--- src/sv/mtt_pkg.sv ---
package mtt_pkg;

    localparam int MAX_DEPTH_DEFAULT = 255;
    localparam int DEPTH_W           = 8;
    localparam int EVENT_W           = 4;

    localparam logic [7:0] CH_LT    = 8'h3C;
    localparam logic [7:0] CH_SLASH = 8'h2F;
    localparam logic [7:0] CH_GT    = 8'h3E;
    localparam logic [7:0] CH_EQ    = 8'h3D;
    localparam logic [7:0] CH_QUOTE = 8'h22;
    localparam logic [7:0] CH_SPACE = 8'h20;

    localparam logic [EVENT_W-1:0] EV_IGNORED  = 4'd0;
    localparam logic [EVENT_W-1:0] EV_OPEN     = 4'd1;
    localparam logic [EVENT_W-1:0] EV_NAME_CH  = 4'd2;
    localparam logic [EVENT_W-1:0] EV_NAME_END = 4'd3;
    localparam logic [EVENT_W-1:0] EV_ANAME_CH = 4'd4;
    localparam logic [EVENT_W-1:0] EV_AVAL_CH  = 4'd5;
    localparam logic [EVENT_W-1:0] EV_ATTR     = 4'd6;
    localparam logic [EVENT_W-1:0] EV_ATTR_TAG = 4'd7;
    localparam logic [EVENT_W-1:0] EV_NAME_TAG = 4'd8;
    localparam logic [EVENT_W-1:0] EV_CLOSE    = 4'd9;
    localparam logic [EVENT_W-1:0] EV_DOC_END  = 4'd10;
    localparam logic [EVENT_W-1:0] EV_OVERFLOW = 4'd11;

    typedef enum logic [10:0] {
        M_START      = 11'b000_0000_0001,
        M_ELEM_START = 11'b000_0000_0010,
        M_ELEM       = 11'b000_0000_0100,
        M_ATTR_NAME  = 11'b000_0000_1000,
        M_VAL_START  = 11'b000_0001_0000,
        M_VAL        = 11'b000_0010_0000,
        M_VAL_END    = 11'b000_0100_0000,
        M_ELEM_END   = 11'b000_1000_0000,
        M_CLOSING    = 11'b001_0000_0000,
        M_END        = 11'b010_0000_0000,
        M_HALT       = 11'b100_0000_0000
    } scan_mode_t;

    typedef struct packed {
        logic [7:0] ch;
        logic       last;
    } byte_req_t;

    typedef struct packed {
        logic [EVENT_W-1:0] event_res;
        logic [7:0]         ch_out;
        logic [DEPTH_W-1:0] depth;
    } token_req_t;

endpackage

--- src/sv/mtt_in_reg.sv ---
module mtt_in_reg
    import mtt_pkg::*;
(
    input  logic      clk,
    input  logic      rst_n,
    input  logic      byte_valid,
    output logic      byte_stall,
    input  byte_req_t byte_req,
    input  logic      advance,
    output logic      hold_valid,
    output byte_req_t hold_req
);

    logic      valid_reg;
    logic      valid_next;
    byte_req_t req_reg;
    logic      load;

    assign byte_stall = valid_reg && !advance;
    assign load       = byte_valid && !byte_stall;
    assign valid_next = load ? 1'b1 : (advance ? 1'b0 : valid_reg);

    always_ff @(posedge clk or negedge rst_n)
    begin
        if (!rst_n)
        begin
            valid_reg <= 1'b0;
        end
        else
        begin
            valid_reg <= valid_next;
        end
    end

    always_ff @(posedge clk)
    begin
        if (load)
        begin
            req_reg <= byte_req;
        end
    end

    assign hold_valid = valid_reg;
    assign hold_req   = req_reg;

endmodule

--- src/sv/mtt_scan.sv ---
module mtt_scan
    import mtt_pkg::*;
#(
    parameter int MAX_DEPTH = MAX_DEPTH_DEFAULT
)
(
    input  logic       clk,
    input  logic       rst_n,
    input  logic       advance,
    input  byte_req_t  hold_req,
    output token_req_t result
);

    localparam logic [DEPTH_W-1:0] DEPTH_LIMIT =
        DEPTH_W'((MAX_DEPTH < 255) ? MAX_DEPTH : 255);

    scan_mode_t         mode_reg;
    scan_mode_t         mode_next;
    scan_mode_t         mode_step;
    logic [DEPTH_W-1:0] depth_reg;
    logic [DEPTH_W-1:0] depth_next;
    logic [DEPTH_W-1:0] depth_step;
    logic [EVENT_W-1:0] ev;
    logic [7:0]         c;

    assign c = hold_req.ch;

    always_comb
    begin
        mode_step  = mode_reg;
        depth_step = depth_reg;
        ev         = EV_IGNORED;
        case (mode_reg)
            M_START:
            begin
                if (c == CH_LT)
                begin
                    mode_step = M_ELEM_START;
                end
            end
            M_ELEM_START:
            begin
                if (c == CH_SLASH)
                begin
                    if (depth_reg == '0)
                    begin
                        mode_step = M_END;
                        ev        = EV_DOC_END;
                    end
                    else
                    begin
                        depth_step = depth_reg - 1'b1;
                        mode_step  = M_CLOSING;
                        ev         = EV_CLOSE;
                    end
                end
                else if (depth_reg >= DEPTH_LIMIT)
                begin
                    mode_step = M_HALT;
                    ev        = EV_OVERFLOW;
                end
                else
                begin
                    depth_step = depth_reg + 1'b1;
                    mode_step  = M_ELEM;
                    ev         = EV_OPEN;
                end
            end
            M_ELEM:
            begin
                if (c == CH_SPACE)
                begin
                    mode_step = M_ATTR_NAME;
                    ev        = EV_NAME_END;
                end
                else if (c == CH_GT)
                begin
                    mode_step = M_ELEM_END;
                    ev        = EV_NAME_TAG;
                end
                else
                begin
                    ev = EV_NAME_CH;
                end
            end
            M_ATTR_NAME:
            begin
                if (c == CH_EQ)
                begin
                    mode_step = M_VAL_START;
                end
                else
                begin
                    ev = EV_ANAME_CH;
                end
            end
            M_VAL_START:
            begin
                if (c == CH_QUOTE)
                begin
                    mode_step = M_VAL;
                end
            end
            M_VAL:
            begin
                if (c == CH_QUOTE)
                begin
                    mode_step = M_VAL_END;
                end
                else
                begin
                    ev = EV_AVAL_CH;
                end
            end
            M_VAL_END:
            begin
                if (c == CH_SPACE)
                begin
                    mode_step = M_ATTR_NAME;
                    ev        = EV_ATTR;
                end
                else if (c == CH_GT)
                begin
                    mode_step = M_ELEM_END;
                    ev        = EV_ATTR_TAG;
                end
            end
            M_ELEM_END:
            begin
                if (c == CH_LT)
                begin
                    mode_step = M_ELEM_START;
                end
            end
            M_CLOSING:
            begin
                if (c == CH_GT)
                begin
                    mode_step = M_START;
                end
            end
            M_END,
            M_HALT:
            begin
                mode_step = mode_reg;
            end
            default:
            begin
                mode_step = M_START;
            end
        endcase
    end

    // last byte: back to start for the next document
    assign mode_next  = hold_req.last ? M_START : mode_step;
    assign depth_next = hold_req.last ? '0 : depth_step;

    always_ff @(posedge clk or negedge rst_n)
    begin
        if (!rst_n)
        begin
            mode_reg  <= M_START;
            depth_reg <= '0;
        end
        else if (advance)
        begin
            mode_reg  <= mode_next;
            depth_reg <= depth_next;
        end
    end

    assign result.event_res = ev;
    assign result.ch_out    = c;
    assign result.depth     = depth_step;

endmodule

--- src/sv/mtt_out_reg.sv ---
module mtt_out_reg
    import mtt_pkg::*;
(
    input  logic       clk,
    input  logic       rst_n,
    input  logic       hold_valid,
    input  token_req_t result,
    output logic       advance,
    output logic       token_valid,
    input  logic       token_stall,
    output token_req_t token_req
);

    logic       valid_reg;
    logic       valid_next;
    token_req_t req_reg;

    assign advance    = hold_valid && (!valid_reg || !token_stall);
    assign valid_next = advance ? 1'b1 : (token_stall ? valid_reg : 1'b0);

    always_ff @(posedge clk or negedge rst_n)
    begin
        if (!rst_n)
        begin
            valid_reg <= 1'b0;
        end
        else
        begin
            valid_reg <= valid_next;
        end
    end

    always_ff @(posedge clk)
    begin
        if (advance)
        begin
            req_reg <= result;
        end
    end

    assign token_valid = valid_reg;
    assign token_req   = req_reg;

endmodule

--- src/sv/markup_tag_tokenizer_top.sv ---
// Markup tag tokenizer: scans markup text one byte per request and returns
// one token per byte (event code, the byte itself, nesting depth after it).
// Input channel byte_*: byte_req carries ch and last; accepted when
// byte_valid is high and byte_stall is low.
// Output channel token_*: token_req carries event_res, ch_out and depth;
// taken when token_valid is high and token_stall is low.
// token_valid rises once the accepted byte has passed from the input
// register through the scan logic into the result register.
// Throughput: one byte per cycle while token_stall is low, set by the mode
// and depth update between the input register and the result register.
// A byte with last set is scanned normally; afterwards the scanner returns
// to the start mode with depth 0. An overflow halts the scan until then.
// Reset (rst_n low, asynchronous) empties both registers and puts the
// scanner in the start mode with depth 0.
// When token_stall is high the result register holds its token; the input
// register takes at most one more byte, then byte_stall rises.
module markup_tag_tokenizer_top
    import mtt_pkg::*;
#(
    parameter int MAX_DEPTH = MAX_DEPTH_DEFAULT
)
(
    input  logic       clk,
    input  logic       rst_n,
    input  logic       byte_valid,
    output logic       byte_stall,
    input  byte_req_t  byte_req,
    output logic       token_valid,
    input  logic       token_stall,
    output token_req_t token_req
);

    logic       advance;
    logic       hold_valid;
    byte_req_t  hold_req;
    token_req_t result;

    mtt_in_reg u_in_reg (
        .clk        (clk),
        .rst_n      (rst_n),
        .byte_valid (byte_valid),
        .byte_stall (byte_stall),
        .byte_req   (byte_req),
        .advance    (advance),
        .hold_valid (hold_valid),
        .hold_req   (hold_req)
    );

    mtt_scan #(
        .MAX_DEPTH (MAX_DEPTH)
    ) u_scan (
        .clk      (clk),
        .rst_n    (rst_n),
        .advance  (advance),
        .hold_req (hold_req),
        .result   (result)
    );

    mtt_out_reg u_out_reg (
        .clk         (clk),
        .rst_n       (rst_n),
        .hold_valid  (hold_valid),
        .result      (result),
        .advance     (advance),
        .token_valid (token_valid),
        .token_stall (token_stall),
        .token_req   (token_req)
    );

endmodule

--- config.mk ---
export PLATFORM = sky130hd
export DESIGN_NAME = markup_tag_tokenizer_top
export DESIGN_NICKNAME = d
export VERILOG_FILES = /design/src/sv/mtt_pkg.sv /design/src/sv/mtt_in_reg.sv /design/src/sv/mtt_scan.sv /design/src/sv/mtt_out_reg.sv /design/src/sv/markup_tag_tokenizer_top.sv
export SDC_FILE = /design/constraint.sdc
export NUM_CORES = 1
export LEC_CHECK = 0
export ABC_AREA = 1
export BUFFER_PORTS_ARGS = -buffer_cell sky130_fd_sc_hd__buf_2
export CORE_MARGIN = 4
export CORE_UTILIZATION = 25
export CTS_CLUSTER_DIAMETER = 80
export DETAILED_ROUTE_END_ITERATION = 12
export PLACE_DENSITY_LB_ADDON = 0.08
export SYNTH_ARGS = -nofsm -noshare
export SYNTH_HDL_FRONTEND = slang
export SYNTH_HIERARCHICAL = 1
export SYNTH_SLANG_ARGS = --single-unit
--- constraint.sdc ---
create_clock -name clk -period 2.6 [get_ports clk]
set_input_delay 0.26 -clock clk [delete_from_list [all_inputs] [get_ports clk]]
set_output_delay 0.26 -clock clk [all_outputs]
set_load 0.02 [all_outputs]
## After elaboration in Yosys (flattened, before gate mapping)

Index checks and enable logic that the tools add are counted.

| storage, ports and cells | value |
|---|---|
| input bits | 13 |
| register bits | 50 |
| logic and storage cells | 82 |
| output and inout bits | 22 |

| operators by class | value |
|---|---|
| eq/ne operators | 25 |
| muxes and demuxes | 31 |
| reduce and logical (&&, ||, !) cells | 14 |
| add/subtract/negate cells | 2 |
| order comparisons | 1 |

Operator list:

| kind | count |
|---|---|
| 11-bit two-way mux | 10 |
| 11-bit case mux with 8 select lines | 1 |
| 8-bit by 6-bit == test with 1-bit output, second input constant | 6 |
| 8-bit two-way mux | 5 |
| 4-bit two-way mux | 5 |
| 4-bit case mux with 5 select lines | 1 |
| 3-bit by 2-bit != test with 1-bit output, second input constant | 4 |
| 11-bit by 1-bit == test with 1-bit output, second input constant | 1 |
| 11-bit by 10-bit == test with 1-bit output, second input constant | 1 |
| 11-bit == test, second input constant | 1 |
| 11-bit by 2-bit == test with 1-bit output, second input constant | 1 |
| 11-bit by 3-bit == test with 1-bit output, second input constant | 1 |
| 11-bit by 4-bit == test with 1-bit output, second input constant | 1 |
| 11-bit by 5-bit == test with 1-bit output, second input constant | 1 |
| 11-bit by 6-bit == test with 1-bit output, second input constant | 1 |
| 11-bit by 7-bit == test with 1-bit output, second input constant | 1 |
| 11-bit by 8-bit == test with 1-bit output, second input constant | 1 |
| 11-bit by 9-bit == test with 1-bit output, second input constant | 1 |
| 10-bit two-way mux | 1 |
| 3-bit two-way mux | 3 |
| 8-bit by 1-bit adder with 8-bit output, second input constant | 1 |
| 8-bit >= comparator, second input constant | 1 |
| 8-bit zero test | 1 |
| 8-bit AND reduction | 1 |
| other kinds (12) | 22 |

## Depth between registers and ports, before layout

Gate-level depths: netlist of run 1.

| depth | value |
|---|---|
| depth after elaboration | 8 |
| gate-level depth with buffers | 12 |
| gate-level depth less buffers | 12 |

## Modules after synthesis

Netlist of run 1, hierarchy kept.

By module, submodules not included:

| module | cells each | sequential area each (sq um) | area an instance (sq um) | times used |
|---|---|---|---|---|
| mtt_scan | 335 | 476.7 | 2005.7 | 1 |
| mtt_out_reg | 25 | 625.6 | 645.6 | 1 |
| mtt_in_reg | 16 | 295.3 | 327.8 | 1 |

## Worst setup path before layout of run 1

OpenSTA, ideal clock, no wires.

| timing | value |
|---|---|
| path type | reg-to-reg |
| start point | reg u_out_reg.valid_reg, in the netlist u_out_reg/token_valid |
| end point | reg u_scan.depth_reg[0] |
| library setup time | 88 ps |
| path buffers | 0 |
| slack | 449 ps |
| clock period less this slack | 2151 ps |
| cell stages (with the launch flop) | 6 |
| arrival | 2064 ps |
| required time | 2512 ps |
| cells stage by stage | dfrtp_1 > a21oi_2 > inv_1 > nor2_1 > nand3_1 > o21ai_0 |

| between the ends | value |
|---|---|
| word-level cells in the longest chain between the ends | 3 |

Ends and longest elaborated chain:

| item | RTL line | text |
|---|---|---|
| from (decl) | mtt_out_reg.sv:14 | `logic valid_reg;` |
| from (signal assigned) | mtt_out_reg.sv:29 | `valid_reg <= valid_next;` |
| 1-bit zero test | mtt_out_reg.sv:18 | `assign advance = hold_valid && (!valid_reg \|\| !token_stall);` |
| 1-bit logical OR | mtt_out_reg.sv:18 |  |
| 1-bit logical AND | mtt_out_reg.sv:18 |  |
| via advance | markup_tag_tokenizer_top.sv:33 | `logic advance;` |
| to (signal assigned) | mtt_scan.sv:168 | `depth_reg <= depth_next;` |
| to (decl) | mtt_scan.sv:20 | `logic [DEPTH_W-1:0] depth_reg;` |

The timed path passes the listed nets, and every way through them passes these cells.
A chain may end at the register's enable or synchronous reset.

==> results of run 1 <==
-- repair_timing --
action,CTS,global route
hold buffers,1,0
hold endpoints to repair,20,0
buffers inserted,0,0
-- Yosys cell counts, drive strengths merged --
| library cell | count |
|---|---|
| a211o | 1 |
| a21oi | 4 |
| and2 | 4 |
| buf | 14 |
| clkbuf | 1 |
| clkinv | 1 |
| dfrtp | 20 |
| dfstp | 1 |
| edfxtp | 29 |
| ha | 2 |
| inv | 46 |
| nand2 | 119 |
| nand3 | 48 |
| nor2 | 49 |
| nor3 | 11 |
| nor3b | 1 |
| nor4 | 1 |
| o211ai | 4 |
| o21ai | 13 |
| or2 | 2 |
| xnor2 | 2 |
| xor2 | 3 |
-- worst max-delay path, cell delays in order (launching register included) --
cell,delay [ns]
edfxtp_1,0.39
nor2_1,0.16
nand3_1,0.19
nor4_1,0.68
o21ai_0,0.31
o211ai_1,0.18
-- kinds of logic (layout without fill, tap and decap cells) --
family,Yosys count,after routing,share of synthesized area
flip-flops,50,50,0.469
XOR/XNOR,5,5,0.0147
buffers and inverters,62,96,0.0979
AND/OR/NAND/NOR,235,235,0.362
adder cells (fa/ha/maj),2,2,0.00840
AO/OA/AOI/OAI,22,22,0.0479
-- routing by layer --
metal	GRT usage	vias to the layer above
li1	-	1261
met1	0.155	1157
met2	0.207	41
met3	0.0267	12
met4	0.0382	0
met5	0	-
-- power by group --
group	internal, mW	total (mW)	switching (mW)
Sequential	0.951	1.01	0.0604
Clock	0.387	0.690	0.303
Combinational	0.231	0.716	0.485
-- worst min-delay path by stage --
stage | slack, ns | end | start
after floorplan | -0.04 | u_in_reg/hold_valid$_DFFE_PN0P_ | rst_n
after global placement | 0.27 | u_scan/mode_reg[6]$_DFFE_PN0P_ | rst_n
after detailed placement | 0.30 | u_scan/mode_reg[6]$_DFFE_PN0P_ | rst_n
after CTS | 0.14 | u_in_reg/hold_req[8]$_DFFE_PP_ | byte_req[8]
after global routing | 0.13 | u_in_reg/hold_req[2]$_DFFE_PP_ | byte_req[2]
final | 0.14 | u_in_reg/hold_req[8]$_DFFE_PP_ | byte_req[8]
-- cell type report --
cell class | instances | area (sq um) | area share
Clock buffer | 6 | 139 | 0.0405
Clock inverter | 2 | 16.3 | 0.00474
Inverter | 47 | 178 | 0.0518
Multi-Input combinational cell | 264 | 1300 | 0.378
Sequential cell | 50 | 1400 | 0.407
Tap cell | 143 | 179 | 0.0521
Timing Repair Buffer | 41 | 225 | 0.0656
-- per-stage QoR --
stage	total power, mW	utilization	instances	instance area, sq um	hold slack [ns]
floorplan	1.57	-	376	2980	-0.0356
global placement	1.76	0.282	544	3270	0.275
detailed placement	1.76	0.282	544	3270	0.301
CTS	2.47	0.297	553	3430	0.135
global route	2.59	0.297	553	3430	0.131
finish	2.42	0.297	553	3430	0.143
-- layout by cell type, fill, tap and decap left out, drive strengths merged --
cell type | netlist | routed
inv | 46 | 47
and2 | 4 | 4
o211ai | 4 | 4
clkbuf | 1 | 6
nor4 | 1 | 1
xnor2 | 2 | 2
a21oi | 4 | 4
o21ai | 13 | 13
buf | 14 | 40
dfrtp | 20 | 20
nor3 | 11 | 11
or2 | 2 | 2
edfxtp | 29 | 29
clkinv | 1 | 1
clkinvlp | 0 | 1
a211o | 1 | 1
nor3b | 1 | 1
nand2 | 119 | 119
nor2 | 49 | 49
ha | 2 | 2
nand3 | 48 | 48
dfstp | 1 | 1
dlygate4sd3 | 0 | 1
xor2 | 3 | 3
==> results.toml, run 1 <==
[clocking]
cts_buffer_depth = 2
numClockSinks = 50
cts_root_buf = "clkbuf_16"
cts_buffers = 5
cts_tree = "yes"
h-tree-depth = 2
clock_latency_ns = 0.29
clk_pin_slew_ns = 0.07
cts_resized = 0

[logic_synthesis]
yosysUniqueCellTypes = 34
synth_top_area_frac = 0.292
syn_area_per_cell_sq_um = 7.92
synthCells = 376
yosysWarnings = 6
syn_area_sq_um = 2980
ys_ff_latch = 50
synthTopCellsByArea = "edfxtp_1, dfrtp_1, nand2_1"
syn-num-nets = 391
ys_seq_area_frac = 0.469
synth_top_cell_by_area = "edfxtp_1"

[worst_setup_path]
cp.required_ns = 2.72
cp-startpoint = "u_in_reg/hold_req[8]$_DFFE_PP_"
cp-end-kind = "register"
r2r-start = "u_in_reg/hold_req[8]$_DFFE_PP_"
crit_end = "u_out_reg/token_req[18]$_DFFE_PP_"
start_kind = "register"
arrival_ns = 2.19
worstRegToRegCells = 5
r2r_slack_ns = 0.53
reg2reg_to = "u_out_reg/token_req[18]$_DFFE_PP_"
path_class = "reg -> reg"
crit_fanout = 5

[timing]
fin_ws_ns = 0.527
fin_crit_sh = 0.797
hold_violations = 0
period_needed_ns = 2.07
tns_ns = 0
worst_clock_skew_ns = 0.00539
fmax_ghz = 0.482
worst_pin_slew_ns = 0.833
finalSetupViolations = 0
slew_headroom = 0.439
drv_slew = 0
rsz0062_at_grt = "false"

[global_route]
grt_pass1_vias = 2518
grt_max_degree = 22
grt_pass1_wl_mm = 12.9
grt_usage = 0.122
antenna_found_initial = 0
grt-ovfl-total = 0

[power]
ir_drop_uv = 297
p_leak_nw = 1.64
power_density_nw_per_um2 = 704

[die]
dieArea_sq_um = 13700
start_util = 0.258
fp.dieH_um = 117
fp-row-count = 39
chipWidth_um = 117
core_sq_um = 11600
io_pins = 35

[route]
route.met2.wl_mm = 3.69
wl_mm = 7.69
vias = 2471
m1WireLength_mm = 3.61
wl_per_cell_um = 13.9
drt_iter0_drc = 75
drc = 0
drt_pre_antenna_iters = 4
top_layer = "met4"
dr_wl_met3_um = 232
vias_per_cell = 4.47
ant_nets = 0

[final_layout]
syn_to_final_growth_pct = 15.2
largest_reg_flops = 20
drive_above_1_share = 0.210
fillers = 1272
nNetsFinal = 424
antennaDiodeCount = 0

[run_status]
outcome = "finished, final reports clean"

[flow_run]
drv_cap = 0

[place]
port-buffer-count = 34
place.gp.congestion = 0.847
pre_cts_ws_ns = 0.591
dpl.hpwl_mm = 5.88

[min_path]
hold_depth = 1
hp-class = "in -> reg"
Note: power is estimated with default switching activity, not from simulation.
==> inputs of run 2 (changes only) <==
clock period = 2 ns   (was 2.6 ns; I/O delays follow)
==> run 2 against run 1 <==
Compared with the run above: critical path depth rose by 5; sequential cell count stayed put; register-to-register slack worse by 0.35 ns; clock power increased by 29%; non-clock buffer count increased by 8; count of clock-buffer cells in the layout decreased by 1; global-route usage about the same; design area increased by 2.0%; sequential power grew 30%; critical path type unchanged.
==> results.toml, run 2 (synthesis results as in run 1) <==
[flow_run]
drv_cap = 0

[power]
seqPwrFrac = 0.413
comb_power_share = 0.307
internal_power_mw = 2.04
ir_drop_uv = 339
power_switching_mw = 1.15
sw_frac_of_total = 0.361
power_density_nw_per_um2 = 909
power_mw = 3.18
p_leak_nw = 1.68
power_frac_clock = 0.281

[timing]
hold_violations = 0
drv_slew = 0
period_needed_ns = 1.82
worst_clock_skew_ns = 0.00947
slew_headroom = 0.618
tns_ns = 0
worst_pin_slew_ns = 0.573
fmax_ghz = 0.548
rsz0062_at_grt = "false"
fin_crit_sh = 0.912
finalSetupViolations = 0

[clocking]
clk_pin_slew_ns = 0.08
h-tree-depth = 2
cts_buffers = 5
clock_latency_ns = 0.30
cts_root_buf = "clkbuf_16"
cts_buffer_depth = 2
cts_tree = "yes"
numClockSinks = 50

[final_layout]
final_util = 0.303
final_area_sq_um = 3500
final_common_cell = "nand2_1"
antennaDiodeCount = 0
final_cell_mix = "nand2_1, nand3_1, inv_1"
nNetsFinal = 432
largest_reg_flops = 20
syn_to_final_growth_pct = 17.5
drive_above_1_share = 0.234

[worst_setup_path]
cp.required_ns = 2.05
cp-end-kind = "register"
arrival_ns = 1.88
cp_common_cell = "inv_1"
path_cells = "inv_1 -> ha_1 -> nand3_1 -> inv_1 -> nand2_2 -> nor2_4 -> inv_1 -> nand2_1 -> nand3_1 -> and2_1"
cp_top_family = "simple AND/OR/NAND/NOR gates"
slowest_stage = "dfrtp_1"
crit_fanout = 4
start_kind = "register"
cp_num_buf_inv = 3
path_class = "reg -> reg"
cpPeakStageDelay_ns = 0.40

[die]
chipWidth_um = 117
start_util = 0.258
fp.dieH_um = 117
fp-row-count = 39
core_sq_um = 11600
dieArea_sq_um = 13700
io_pins = 35

[global_route]
grt_max_degree = 22
grt_pass1_vias = 2450
grt_pass1_wl_mm = 12.8
grt_usage = 0.122
antenna_found_initial = 0
grt-ovfl-total = 0

[run_status]
outcome = "finished, final reports clean"

[place]
place.gp.congestion = 0.845
place_area_sq_um = 3330
dpl.hpwl_mm = 5.95
port-buffer-count = 34

[route]
vias_per_cell = 4.38
wl_mm = 7.69
vias = 2457
wl_per_cell_um = 13.7
drt_iter0_drc = 108
ant_nets = 0
drt_pre_antenna_iters = 4
drc = 0

[min_path]
hp-class = "in -> reg"
run 2: layout make-up:
| class | count | area (sq um) |
|---|---|---|
| well taps | 143 | 179 |
| repair buffers | 49 | 285 |
| clock buffers | 5 | 125 |
| flip-flops and latches | 50 | 1400 |
| multi-input cells | 264 | 1310 |
| fillers | 1240 | 8060 |
| clock inverters | 3 | 26.3 |
| inverters | 47 | 178 |
run 2: metrics by stage:
| step | setup WS (ns) | hold WS [ns] | std cells |
|---|---|---|---|
| floorplan | 0.155 | -0.0956 | 376 |
| global placement | 0.138 | 0.241 | 552 |
| detailed placement | 0.106 | 0.237 | 552 |
| CTS | 0.0758 | 0.0597 | 561 |
| global route | 0.00192 | 0.0601 | 561 |
| finish | 0.176 | 0.0695 | 561 |
run 2: layer usage:
| metal | up-vias | routed length (um) | GRT usage |
|---|---|---|---|
| met2 | 36 | 3500 | 0.189 |
| met1 | 1131 | 3800 | 0.170 |
| met5 | - | 0 | 0 |
| met4 | 0 | 138 | 0.0420 |
| li1 | 1280 | - | - |
| met3 | 10 | 252 | 0.0231 |
run 2: final timing paths:
kind | slack [ns] | end | from | depth (start not counted)
min | 0.07 | u_in_reg/hold_req[5]$_DFFE_PP_ | byte_req[5] | 1
min in group asynchronous | 0.43 | u_in_reg/hold_valid$_DFFE_PN0P_ | rst_n | 2
max in group asynchronous | 1.18 | u_scan/depth_reg[7]$_DFFE_PN0P_ | rst_n | 2
min reg2reg | 0.46 | u_out_reg/token_req[14]$_DFFE_PP_ | u_in_reg/hold_req[7]$_DFFE_PP_ | 0
max reg2reg | 0.18 | u_out_reg/token_req[6]$_DFFE_PP_ | u_scan/depth_reg[1]$_DFFE_PN0P_ | 10
max | 0.18 | u_out_reg/token_req[6]$_DFFE_PP_ | u_scan/depth_reg[1]$_DFFE_PN0P_ | 10
run 2: timing repair:
action,CTS,global route
hold endpoints to repair,20,0
resized for setup,0,5
setup buffers,0,0
hold buffers,1,0
setup endpoints to repair,0,12
run 2: power by group through the flow:
stage / Sequential, mW / Clock (mW) / Combinational (mW)
global route: 1.33 / 0.973 / 1.12
CTS: 1.31 / 0.938 / 0.980
global placement: 1.34 / 0 / 0.980
floorplan: 1.39 / 0 / 0.659
detailed placement: 1.33 / 0 / 0.973
finish: 1.31 / 0.893 / 0.977
